===== src/rsrp_pkg.sv =====
package rsrp_pkg;

	localparam int OUT_DEPTH = 4;
	localparam int PTR_W     = $clog2(OUT_DEPTH);
	localparam int CNT_W     = $clog2(OUT_DEPTH + 1);
	localparam int PADDR_W   = 3;
	localparam int PDATA_W   = 32;

	localparam logic [7:0] BAD_CODE_RESET = 8'd3;

	localparam logic [3:0] TAG_ID       = 4'd0;
	localparam logic [3:0] TAG_ATYPE    = 4'd1;
	localparam logic [3:0] TAG_ADDR     = 4'd2;
	localparam logic [3:0] TAG_SID      = 4'd3;
	localparam logic [3:0] TAG_BID      = 4'd4;
	localparam logic [3:0] TAG_PA       = 4'd5;
	localparam logic [3:0] TAG_ENC      = 4'd6;
	localparam logic [3:0] TAG_CODEBYTE = 4'd7;
	localparam logic [3:0] TAG_NSUB     = 4'd8;
	localparam logic [3:0] TAG_BISSYNC  = 4'd9;
	localparam logic [3:0] TAG_METALEN  = 4'd10;
	localparam logic [3:0] TAG_METABYTE = 4'd11;
	localparam logic [3:0] TAG_END      = 4'd12;

	localparam logic [3:0] ADDR_BYTES = 4'd6;
	localparam logic [3:0] BID_BYTES  = 4'd3;
	localparam logic [3:0] BIS_BYTES  = 4'd4;

	typedef enum logic [3:0] {
		PH_ID    = 4'd0,
		PH_ATYPE = 4'd1,
		PH_ADDR  = 4'd2,
		PH_SID   = 4'd3,
		PH_BID   = 4'd4,
		PH_PA    = 4'd5,
		PH_ENC   = 4'd6,
		PH_CODE  = 4'd7,
		PH_NSUB  = 4'd8,
		PH_BIS   = 4'd9,
		PH_MLEN  = 4'd10,
		PH_META  = 4'd11,
		PH_DONE  = 4'd12
	} phase_t;

	typedef struct packed {
		logic [3:0]  field_tag;
		logic [47:0] field_value;
		logic [7:0]  subgroup_index;
		logic [7:0]  byte_index;
		logic        parse_status;
		logic        end_of_message;
	} item_t;

	typedef struct packed {
		logic  field_vld;
		item_t field_item;
		logic  end_vld;
		item_t end_item;
	} step_out_t;

endpackage


===== src/rsrp_fsm.sv =====
module rsrp_fsm #(
	parameter int CODE_BYTES = 16
) (
	input  logic               clk,
	input  logic               arst_n,
	input  logic               step,
	input  logic [7:0]         data_byte,
	input  logic               last_byte,
	input  logic [7:0]         bad_code_state_value,
	output rsrp_pkg::step_out_t result
);
	import rsrp_pkg::*;

	phase_t      phase_q, phase_s, phase_d;
	logic [4:0]  fbc_q, fbc_s, fbc_d;
	logic [47:0] av_q, av_s, av_d;
	logic [7:0]  sg_total_q, sg_total_s, sg_total_d;
	logic [7:0]  sg_cur_q, sg_cur_s, sg_cur_d;
	logic [7:0]  meta_left_q, meta_left_s, meta_left_d;

	logic [2:0]  pos;
	logic [3:0]  pos_inc;
	logic [3:0]  gather_n;
	logic        gather_done;
	logic [47:0] gathered;
	logic [7:0]  sg_inc;
	logic        code_last;

	assign pos       = fbc_q[2:0];
	assign pos_inc   = {1'b0, pos} + 4'd1;
	assign sg_inc    = sg_cur_q + 8'd1;
	assign code_last = ({1'b0, fbc_q} + 6'd1) >= 6'(CODE_BYTES);

	always_comb begin
		case (phase_q)
			PH_ADDR: gather_n = ADDR_BYTES;
			PH_BID:  gather_n = BID_BYTES;
			PH_BIS:  gather_n = BIS_BYTES;
			default: gather_n = BIS_BYTES;
		endcase
		gather_done = pos_inc >= gather_n;
		gathered    = av_q;
		case (pos)
			3'd0:    gathered[7:0]   = av_q[7:0]   | data_byte;
			3'd1:    gathered[15:8]  = av_q[15:8]  | data_byte;
			3'd2:    gathered[23:16] = av_q[23:16] | data_byte;
			3'd3:    gathered[31:24] = av_q[31:24] | data_byte;
			3'd4:    gathered[39:32] = av_q[39:32] | data_byte;
			3'd5:    gathered[47:40] = av_q[47:40] | data_byte;
			default: gathered        = av_q;
		endcase
	end

	// next state
	always_comb begin
		phase_s     = phase_q;
		fbc_s       = fbc_q;
		av_s        = av_q;
		sg_total_s  = sg_total_q;
		sg_cur_s    = sg_cur_q;
		meta_left_s = meta_left_q;
		case (phase_q)
			PH_ID: begin
				phase_s = PH_ATYPE;
			end
			PH_ATYPE: begin
				phase_s = PH_ADDR;
				av_s    = '0;
				fbc_s   = '0;
			end
			PH_SID: begin
				phase_s = PH_BID;
				av_s    = '0;
				fbc_s   = '0;
			end
			PH_ADDR, PH_BID, PH_BIS: begin
				if (gather_done) begin
					fbc_s = '0;
					av_s  = '0;
					case (phase_q)
						PH_ADDR: phase_s = PH_SID;
						PH_BID:  phase_s = PH_PA;
						default: phase_s = PH_MLEN;
					endcase
				end else begin
					av_s  = gathered;
					fbc_s = {2'b00, pos_inc[2:0]};
				end
			end
			PH_PA: begin
				phase_s = PH_ENC;
			end
			PH_ENC: begin
				fbc_s   = '0;
				phase_s = (data_byte == bad_code_state_value) ? PH_CODE : PH_NSUB;
			end
			PH_CODE: begin
				if (code_last) begin
					fbc_s   = '0;
					phase_s = PH_NSUB;
				end else begin
					fbc_s = fbc_q + 5'd1;
				end
			end
			PH_NSUB: begin
				sg_total_s = data_byte;
				sg_cur_s   = '0;
				av_s       = '0;
				fbc_s      = '0;
				phase_s    = (data_byte == 8'd0) ? PH_DONE : PH_BIS;
			end
			PH_MLEN, PH_META: begin
				if ((phase_q == PH_MLEN && data_byte == 8'd0)
						|| (phase_q == PH_META && meta_left_q == 8'd1)) begin
					sg_cur_s = sg_inc;
					phase_s  = (sg_inc >= sg_total_q) ? PH_DONE : PH_BIS;
					av_s     = '0;
					fbc_s    = '0;
				end else if (phase_q == PH_MLEN) begin
					av_s    = {40'd0, data_byte};
					phase_s = PH_META;
				end
				if (phase_q == PH_MLEN) begin
					meta_left_s = data_byte;
				end else begin
					meta_left_s = meta_left_q - 8'd1;
				end
			end
			default: begin
				phase_s = phase_q;
			end
		endcase

		phase_d     = phase_s;
		fbc_d       = fbc_s;
		av_d        = av_s;
		sg_total_d  = sg_total_s;
		sg_cur_d    = sg_cur_s;
		meta_left_d = meta_left_s;
		if (last_byte) begin
			phase_d     = PH_ID;
			fbc_d       = '0;
			av_d        = '0;
			sg_total_d  = '0;
			sg_cur_d    = '0;
			meta_left_d = '0;
		end
	end

	// result words
	always_comb begin
		result            = '0;
		result.field_item.field_value = {40'd0, data_byte};
		case (phase_q)
			PH_ID: begin
				result.field_vld            = 1'b1;
				result.field_item.field_tag = TAG_ID;
			end
			PH_ATYPE: begin
				result.field_vld            = 1'b1;
				result.field_item.field_tag = TAG_ATYPE;
			end
			PH_ADDR: begin
				result.field_vld              = gather_done;
				result.field_item.field_tag   = TAG_ADDR;
				result.field_item.field_value = gathered;
			end
			PH_SID: begin
				result.field_vld            = 1'b1;
				result.field_item.field_tag = TAG_SID;
			end
			PH_BID: begin
				result.field_vld              = gather_done;
				result.field_item.field_tag   = TAG_BID;
				result.field_item.field_value = gathered;
			end
			PH_PA: begin
				result.field_vld            = 1'b1;
				result.field_item.field_tag = TAG_PA;
			end
			PH_ENC: begin
				result.field_vld            = 1'b1;
				result.field_item.field_tag = TAG_ENC;
			end
			PH_CODE: begin
				result.field_vld             = 1'b1;
				result.field_item.field_tag  = TAG_CODEBYTE;
				result.field_item.byte_index = {3'd0, fbc_q};
			end
			PH_NSUB: begin
				result.field_vld            = 1'b1;
				result.field_item.field_tag = TAG_NSUB;
			end
			PH_BIS: begin
				result.field_vld                 = gather_done;
				result.field_item.field_tag      = TAG_BISSYNC;
				result.field_item.field_value    = gathered;
				result.field_item.subgroup_index = sg_cur_q;
			end
			PH_MLEN: begin
				result.field_vld                 = 1'b1;
				result.field_item.field_tag      = TAG_METALEN;
				result.field_item.subgroup_index = sg_cur_q;
			end
			PH_META: begin
				result.field_vld                 = 1'b1;
				result.field_item.field_tag      = TAG_METABYTE;
				result.field_item.subgroup_index = sg_cur_q;
				result.field_item.byte_index     = av_q[7:0] - meta_left_q;
			end
			default: begin
				result.field_vld = 1'b0;
			end
		endcase
		result.end_vld                 = last_byte;
		result.end_item.field_tag      = TAG_END;
		result.end_item.parse_status   = (phase_s != PH_DONE);
		result.end_item.end_of_message = 1'b1;
	end

	always_ff @(posedge clk or negedge arst_n) begin
		if (!arst_n) begin
			phase_q     <= PH_ID;
			fbc_q       <= '0;
			av_q        <= '0;
			sg_total_q  <= '0;
			sg_cur_q    <= '0;
			meta_left_q <= '0;
		end else if (step) begin
			phase_q     <= phase_d;
			fbc_q       <= fbc_d;
			av_q        <= av_d;
			sg_total_q  <= sg_total_d;
			sg_cur_q    <= sg_cur_d;
			meta_left_q <= meta_left_d;
		end
	end

endmodule


===== src/receive_state_record_parser_unit.sv =====
// channel  | direction | handshake          | payload
// input    | in        | in_valid/in_stall  | data_byte, last_byte
// result   | out       | out_valid/out_stall| field_tag, field_value, subgroup_index,
//          |           |                    | byte_index, parse_status, end_of_message
// config   | in        | apb psel/penable   | bad_code_state_value at byte address 0
//
// one byte is taken per cycle; its field and end words land in a 4-entry result queue
// a byte that closes a field and the message makes two words, drained one per cycle
// in_stall rises while the queue has fewer than two free entries
// out_stall holds the head word; bytes keep flowing until in_stall rises
// arst_n clears the parse state and queue and loads the register with 3
module receive_state_record_parser_unit #(
	parameter int CODE_BYTES = 16
) (
	input  logic                            clk,
	input  logic                            arst_n,
	input  logic                            in_valid,
	output logic                            in_stall,
	input  logic [7:0]                      data_byte,
	input  logic                            last_byte,
	output logic                            out_valid,
	input  logic                            out_stall,
	output logic [3:0]                      field_tag,
	output logic [47:0]                     field_value,
	output logic [7:0]                      subgroup_index,
	output logic [7:0]                      byte_index,
	output logic                            parse_status,
	output logic                            end_of_message,
	input  logic                            psel,
	input  logic                            penable,
	input  logic                            pwrite,
	input  logic [rsrp_pkg::PADDR_W-1:0]    paddr,
	input  logic [rsrp_pkg::PDATA_W-1:0]    pwdata,
	output logic [rsrp_pkg::PDATA_W-1:0]    prdata,
	output logic                            pready
);
	import rsrp_pkg::*;

	logic [7:0]       bad_code_q;
	logic             in_accept;
	logic             pop;
	step_out_t        step_res;
	item_t            queue_q [OUT_DEPTH];
	logic [PTR_W-1:0] wr_ptr_q;
	logic [PTR_W-1:0] rd_ptr_q;
	logic [CNT_W-1:0] count_q;
	logic [CNT_W-1:0] push_n;
	logic [PTR_W-1:0] end_ptr;
	item_t            head;

	assign pready    = 1'b1;
	assign prdata    = paddr[2] ? '0 : {{(PDATA_W-8){1'b0}}, bad_code_q};

	always_ff @(posedge clk or negedge arst_n) begin
		if (!arst_n) begin
			bad_code_q <= BAD_CODE_RESET;
		end else if (psel && penable && pwrite && pready && !paddr[2]) begin
			bad_code_q <= pwdata[7:0];
		end
	end

	assign in_stall  = count_q >= CNT_W'(OUT_DEPTH - 1);
	assign in_accept = in_valid && !in_stall;

	rsrp_fsm #(
		.CODE_BYTES(CODE_BYTES)
	) u_fsm (
		.clk                  (clk),
		.arst_n               (arst_n),
		.step                 (in_accept),
		.data_byte            (data_byte),
		.last_byte            (last_byte),
		.bad_code_state_value (bad_code_q),
		.result               (step_res)
	);

	assign push_n  = in_accept ? (CNT_W'(step_res.field_vld) + CNT_W'(step_res.end_vld)) : '0;
	assign end_ptr = wr_ptr_q + PTR_W'(step_res.field_vld);
	assign pop     = out_valid && !out_stall;

	always_ff @(posedge clk) begin
		if (in_accept && step_res.field_vld) begin
			queue_q[wr_ptr_q] <= step_res.field_item;
		end
		if (in_accept && step_res.end_vld) begin
			queue_q[end_ptr] <= step_res.end_item;
		end
	end

	always_ff @(posedge clk or negedge arst_n) begin
		if (!arst_n) begin
			wr_ptr_q <= '0;
			rd_ptr_q <= '0;
			count_q  <= '0;
		end else begin
			wr_ptr_q <= wr_ptr_q + push_n[PTR_W-1:0];
			if (pop) begin
				rd_ptr_q <= rd_ptr_q + PTR_W'(1);
			end
			count_q <= count_q + push_n - CNT_W'(pop);
		end
	end

	assign head           = queue_q[rd_ptr_q];
	assign out_valid      = count_q != '0;
	assign field_tag      = head.field_tag;
	assign field_value    = head.field_value;
	assign subgroup_index = head.subgroup_index;
	assign byte_index     = head.byte_index;
	assign parse_status   = head.parse_status;
	assign end_of_message = head.end_of_message;

endmodule


===== config.mk =====
export PLATFORM = sky130hd
export DESIGN_NAME = receive_state_record_parser_unit
export DESIGN_NICKNAME = d
export VERILOG_FILES = /design/src/rsrp_pkg.sv /design/src/rsrp_fsm.sv /design/src/receive_state_record_parser_unit.sv
export SDC_FILE = /design/constraint.sdc
export NUM_CORES = 1
export LEC_CHECK = 0
export BUFFER_PORTS_ARGS = -buffer_cell sky130_fd_sc_hd__buf_2
export CORE_ASPECT_RATIO = 0.75
export CORE_MARGIN = 3
export CORE_UTILIZATION = 34
export CTS_CLUSTER_SIZE = 12
export DETAILED_ROUTE_END_ITERATION = 6
export GPL_TIMING_DRIVEN = 1
export PLACE_DENSITY = 0.58
export REMOVE_ABC_BUFFERS = 1
export SYNTH_ARGS = -nofsm -noshare
export SYNTH_HDL_FRONTEND = slang
export SYNTH_SLANG_ARGS = --single-unit

===== constraint.sdc =====
create_clock -name clk -period 10.7 [get_ports clk]
set_clock_uncertainty 0.15 [all_clocks]
set_input_delay 1.07 -clock clk [delete_from_list [all_inputs] [get_ports clk]]
set_output_delay 1.07 -clock clk [all_outputs]
set_load 0.02 [all_outputs]

==> impl_metrics.toml, run 1 <==
[synthesis]
yosysSeqAreaShare_pct = 46.2
syn_area_um2 = 17400
ys_seq_elements = 376
synthArstFlopShare_pct = 25.5
synth_warnings = 0
syn_area_per_cell_um2 = 8.75
yosysUniqueCellTypes = 66
synthCells = 1991
synth_edf_count = 4
ys.flop_type = "dfxtp_1"

[power]
vdd_drop_max_mv = 0.195
pwr-share-seq_pct = 40.1
powerDensity_nw_per_um2 = 252
power_switching_mw = 1.85
pwr-share-clk_pct = 26.3
leakagePower_nw = 7.63
total_power_mw = 4.89
comb_power_share_pct = 33.6
p_sw_share_pct = 37.9
p_int_mw = 3.04

[setup_path]
path_cells = "nand2b_1 > nor3_1 > ha_1 > nand2b_1 > a21oi_1 > o221ai_4 > and2_1 > ha_1 > xnor2_1 > nor3_2 > buf_4 > a211oi_1"
max_stage_delay_ns = 0.81
r2r_slack_ns = 5.61
cp_data_arrival_time_ns = 5.31
cp.required_ns = 10.91
crit_family = "simple AND/OR/NAND/NOR gates"
path_buf_inv = 1
setup.worst_path.start_class = "register"
path_max_fanout = 58
cp_slowest_cell = "buf_4"
path_class = "register to register"
cp-end-kind = "register"

[placement]
post-place-ws_ns = 5.67
dp_hpwl_um = 32000
io_buffers = 104
place_inst = 2615
placed_cell_area_um2 = 18200
place_congestion = 0.891

[route]
wl_per_cell_um = 19.8
ant_nets = 0
vias = 14521
remaining_drc_errors = 0
drt_wl_total_um = 53000
viasPerCell = 5.41
firstDrtPassIters = 5
drtIter0Drc = 1216

[global_routing]
use_met3_pct = 3.71
grt_max_degree = 72
busiest_layer = "met2"
grt_pass1_vias = 13884
overflow = 0
track_usage_pct = 19.2
use_met2_pct = 30.0
grt_pass1_wl_um = 81200
antenna_found_initial = 1
met1_usage_pct = 27.1

[timing]
tns_ns = 0
final_max_slew_viol_count = 0
finalSetupViolCount = 0
min_period_ns = 5.09
hold_viol = 0
max_freq_ghz = 0.196
post-route-period-util_pct = 47.6
layout_setup_ws_ns = 5.61
rsz0062_at_grt = "false"
holdWs_ns = 0.295
worst-slew-pin-transition_ns = 1.03
slew_headroom_pct = 31.4

[layout]
final_cell_mix = "442 x nand2_1, 302 x a21oi_1, 276 x dfxtp_1"
num-fill-cells = 4983
diodes = 0
fin_cells = 2683
drive_above_1_share_pct = 13.6
final_area_um2 = 19400
multi_input_area_um2 = 8520
area_delta_synth_final_pct = 11.2
register_area_um2 = 8060
final_common_cell = "nand2_1"
final_util_pct = 38.5
nNetsFinal = 2084

[floorplanning]
core_area_um2 = 50400
io_pins = 156
start_util_pct = 34.6
rows = 71
fp.dieArea_um2 = 54000
fp.dieW_um = 267
die_h_um = 202

[cts]
cts_tree = "yes"
root_buffer = "clkbuf_16"
path_clk_slew_ns = 0.06
h-tree-depth = 2
cts_setup_buffers = 0
insertion_delay_ns = 0.54
cts_buffer_depth = 3
clkSinkCount = 376
cts_hold_buf = 0
cts_buffers = 39
cts.repair.resized = 0

[flow_run]
maxCapViolations = 0

[outcome]
outcome = "finished, final reports clean"

[hold_path]
hold_path_class = "register to register"
## layer usage
metal	wire length, µm	vias to the layer above
met5	9	-
met4	1290	2
li1	-	6771
met3	4090	104
met2	23900	549
met1	23700	7095
## sequential cells by signal (all words and copies together) (netlist names)
| name | cells |
|---|---|
| u_fsm.phase_q | 4 |
| u_fsm.sg_total_q | 8 |
| wr_ptr_q | 2 |
| u_fsm.meta_left_q | 8 |
| queue_q | 280 |
| u_fsm.fbc_q | 5 |
| rd_ptr_q | 2 |
| u_fsm.sg_cur_q | 8 |
| count_q | 3 |
| bad_code_q | 8 |
| u_fsm.av_q | 48 |
## power by group through the flow
| stage | registers, mW | clock network (mW) | logic [mW] |
|---|---|---|---|
| floorplan | 1.93 | 0 | 1.10 |
| global placement | 1.97 | 0 | 1.62 |
| detailed placement | 1.99 | 0 | 1.65 |
| CTS | 1.96 | 1.32 | 1.65 |
| global route | 2.00 | 1.37 | 1.80 |
| finish | 1.96 | 1.29 | 1.64 |
## layout make-up
cell class	instances	area share, %
flip-flops and latches	376	41.6
clock buffers	66	5.98
repair buffers	125	3.51
clock inverters	2	0.0710
multi-input cells	1424	44.0
well taps	657	4.24
inverters	33	0.639
## cells in the mapped netlist, drive strengths merged (2+ instances only)
cell	n	share of area, %
xnor2	11	0.55
nor2	225	4.9
o221ai	2	0.20
a21boi	2	0.086
xor2	17	0.85
and3	10	0.36
mux2i	2	0.11
o21a	3	0.14
a211oi	49	2.1
inv	33	0.71
o21ai	37	1.1
a22oi	9	0.39
nand2	442	9.5
fa	2	0.23
dfxtp	276	32
and2	19	0.70
buf	104	3.4
dfstp	2	0.30
nor3	19	0.57
o31ai	4	0.17
or3b	2	0.10
a22o	23	1.2
edfxtp	4	0.69
a21oi	302	8.7
or3	5	0.18
conb	2	0.043
clkbuf	77	1.7
a211o	4	0.20
dfrtp	94	13
a311oi	2	0.14
nand3	16	0.46
nand4	5	0.18
ha	32	2.3
mux4	70	9.0
o211ai	11	0.47
nor4	5	0.18
a31oi	14	0.50
nand2b	12	0.43
nand4b	4	0.20
nor2b	18	0.65
mux2	9	0.58
## worst min-delay path, stage by stage (launching register included)
cell and delay [ns]:
dfxtp_1 0.31, nand2_1 0.05, nand2_1 0.04
## path summary, 6_finish.rpt
check / cells after the start / from / end
worst max-delay path: 12 / u_fsm.phase_q[2]$_DFFE_PN0P_ / queue_q[2][25]$_SDFFE_PP0P_
worst min-delay path: 2 / queue_q[3][0]$_SDFFE_PP1P_ / queue_q[3][0]$_SDFFE_PP1P_
worst max register to register: 12 / u_fsm.phase_q[2]$_DFFE_PN0P_ / queue_q[2][25]$_SDFFE_PP0P_
worst min register to register: 2 / queue_q[3][0]$_SDFFE_PP1P_ / queue_q[3][0]$_SDFFE_PP1P_
max in group asynchronous: 2 / arst_n / u_fsm.av_q[29]$_DFFE_PN0P_
min in group asynchronous: 1 / arst_n / bad_code_q[6]$_DFFE_PN0P_
## kinds of logic after synthesis
family,synth area share [%]
compound gates,15.8
xor+xnor,1.41
fa+ha+maj,2.53
buf+inv,5.76
flops,46.2
mux,9.74
other cells,0.0431
simple gates,18.6
Note: power is estimated with default switching activity, not from simulation.
==> run 2, diff against run 1 <==
- PLACE_DENSITY: 0.58 -> 0.6
- clock period: 10.7 -> 4.4 ns (I/O delays scaled with it)
==> run 2 against run 1 <==
  * Clock power up 140%
  * Global-route usage up 0.40 points
  * Cell count up 0.78%
  * Sequential cell count unchanged
  * Worst hold slack worse by 0.28 ns
  * Total power up 150%
  * Die area unchanged
  * Sequential share of layout area down 0.64 points
  * Critical path depth up 5
  * Register-to-register slack worse by 5.2 ns
  * Critical endpoint is now count_q[2]$_DFF_PN0_
  * Largest cell class unchanged
==> impl_metrics.toml, run 2 (same netlist as run 1, synthesis figures left out) <==
[setup_path]
path_buf_inv = 4
setup.worst_path.start_class = "register"
cp.required_ns = 4.65
path_cells = "ha_1 > ha_1 > inv_1 > ha_1 > a31oi_1 > o221ai_4 > and2_1 > ha_1 > and3_1 > inv_1 > ha_1 > inv_1 > ha_1 > inv_1 > fa_1 > xor2_1 > xnor2_1"
crit_family = "adder cells"
cp-startpoint = "u_fsm.fbc_q[0]$_DFFE_PN0P_"
cp_data_arrival_time_ns = 4.26
cp-end-kind = "register"
r2r_slack_ns = 0.39
regToRegStartpoint = "u_fsm.fbc_q[0]$_DFFE_PN0P_"
r2r_end = "count_q[2]$_DFF_PN0_"
crit_top_cell = "ha_1"
cp_slowest_cell = "dfrtp_1"
max_stage_delay_ns = 0.47
rr_worst_depth = 17
path_class = "register to register"
endpoint = "count_q[2]$_DFF_PN0_"
path_max_fanout = 8
path_depth = 17

[layout]
final_cell_mix = "442 x nand2_1, 302 x a21oi_1, 276 x dfxtp_1"
top_regs = "queue_q: 280 flops, u_fsm.av_q: 48 flops"
final_util_pct = 39.1
final_area_um2 = 19700
largest_register_ffs = 280
diodes = 0
drive_above_1_share_pct = 14.3
final_common_cell = "nand2_1"
regMostFlops = "queue_q"
area_delta_synth_final_pct = 12.9
nNetsFinal = 2107

[power]
leakagePower_nw = 7.76
powerDensity_nw_per_um2 = 610
vdd_drop_max_mv = 0.384
total_power_mw = 12.0

[global_routing]
grt_pass1_vias = 14140
grt_pass1_wl_um = 83400
antenna_found_initial = 1
grt_max_degree = 72
overflow = 0
track_usage_pct = 19.6

[floorplanning]
core_area_um2 = 50400
fp.dieW_um = 267
io_pins = 156
die_h_um = 202
fp.dieArea_um2 = 54000
rows = 71
start_util_pct = 34.6

[outcome]
outcome = "finished, final reports clean"

[placement]
post-place-ws_ns = 0.412
place_congestion = 0.894
placed_cell_area_um2 = 18400
io_buffers = 104
dp_hpwl_um = 32800

[cts]
path_clk_slew_ns = 0.07
cts_setup_buffers = 0
cts.repair.resized = 0
clkSinkCount = 376
cts_buffer_depth = 3
cts_hold_buf = 8
cts_tree = "yes"
h-tree-depth = 2
insertion_delay_ns = 0.54
root_buffer = "clkbuf_16"
cts_buffers = 39

[timing]
slew_headroom_pct = 33.8
tns_ns = 0
layout_setup_ws_ns = 0.393
finalSetupViolCount = 0
max_freq_ghz = 0.250
post-route-period-util_pct = 91.1
final_max_slew_viol_count = 0
min_period_ns = 4.01
worst-slew-pin-transition_ns = 0.993
rsz0062_at_grt = "false"
hold_viol = 0

[route]
wl_per_cell_um = 19.8
remaining_drc_errors = 0
viasPerCell = 5.34
vias = 14437
drtIter0Drc = 1275
ant_nets = 0
drt_wl_total_um = 53500
firstDrtPassIters = 5

[hold_path]
hold_path_class = "primary input to register"

[flow_run]
maxCapViolations = 0
## run 2: worst min-delay path by stage
stage	startpoint	to	depth (start not counted)
2_1_floorplan	arst_n	bad_code_q[2]$_DFFE_PN0P_	0
3_3_place_gp	queue_q[1][0]$_SDFFE_PP1P_	queue_q[1][0]$_SDFFE_PP1P_	2
3_5_place_dp	queue_q[0][0]$_SDFFE_PP1P_	queue_q[0][0]$_SDFFE_PP1P_	2
4_1_cts	pwdata[3]	bad_code_q[3]$_DFFE_PN0P_	2
5_1_grt	pwdata[3]	bad_code_q[3]$_DFFE_PN0P_	2
6_report	pwdata[3]	bad_code_q[3]$_DFFE_PN0P_	2
## run 2: metrics by stage
step                      hold slack (ns)  instances
after floorplan                  -0.00559       1833
after global placement              0.279       2630
after detailed placement            0.291       2630
after CTS                         0.00582       2704
after global routing               0.0133       2704
final                              0.0138       2704
## run 2: per-layer routing
metal | vias up | wire (µm) | track usage, %
met5 | - | 0 | 0
met4 | 0 | 1030 | 4.65
met3 | 71 | 3970 | 3.59
met2 | 484 | 23700 | 30.6
met1 | 7066 | 24800 | 28.2
li1 | 6816 | - | -
## run 2: power by group
group          internal (mW)  switching [mW]
Sequential              4.10           0.539
Clock                   1.76            1.34
Combinational           1.60            2.67
## run 2: worst reg2reg max path: stages (launching register included)
cell and delay, ns:
dfrtp_1 0.47, ha_1 0.28, ha_1 0.29, inv_1 0.05, ha_1 0.19, a31oi_1 0.30, o221ai_4 0.25, and2_1 0.25
ha_1 0.27, and3_1 0.17, inv_1 0.05, ha_1 0.26, inv_1 0.06, ha_1 0.14, inv_1 0.05, fa_1 0.37
xor2_1 0.16, xnor2_1 0.13
## run 2: final cells by class
| class | count | area, µm² |
|---|---|---|
| fillers | 4991 | 30700 |
| multi-input cells | 1424 | 8530 |
| flip-flops and latches | 376 | 8060 |
| clock buffers | 63 | 1140 |
| repair buffers | 148 | 998 |
| well taps | 657 | 822 |
| inverters | 33 | 124 |
| clock inverters | 3 | 18.8 |
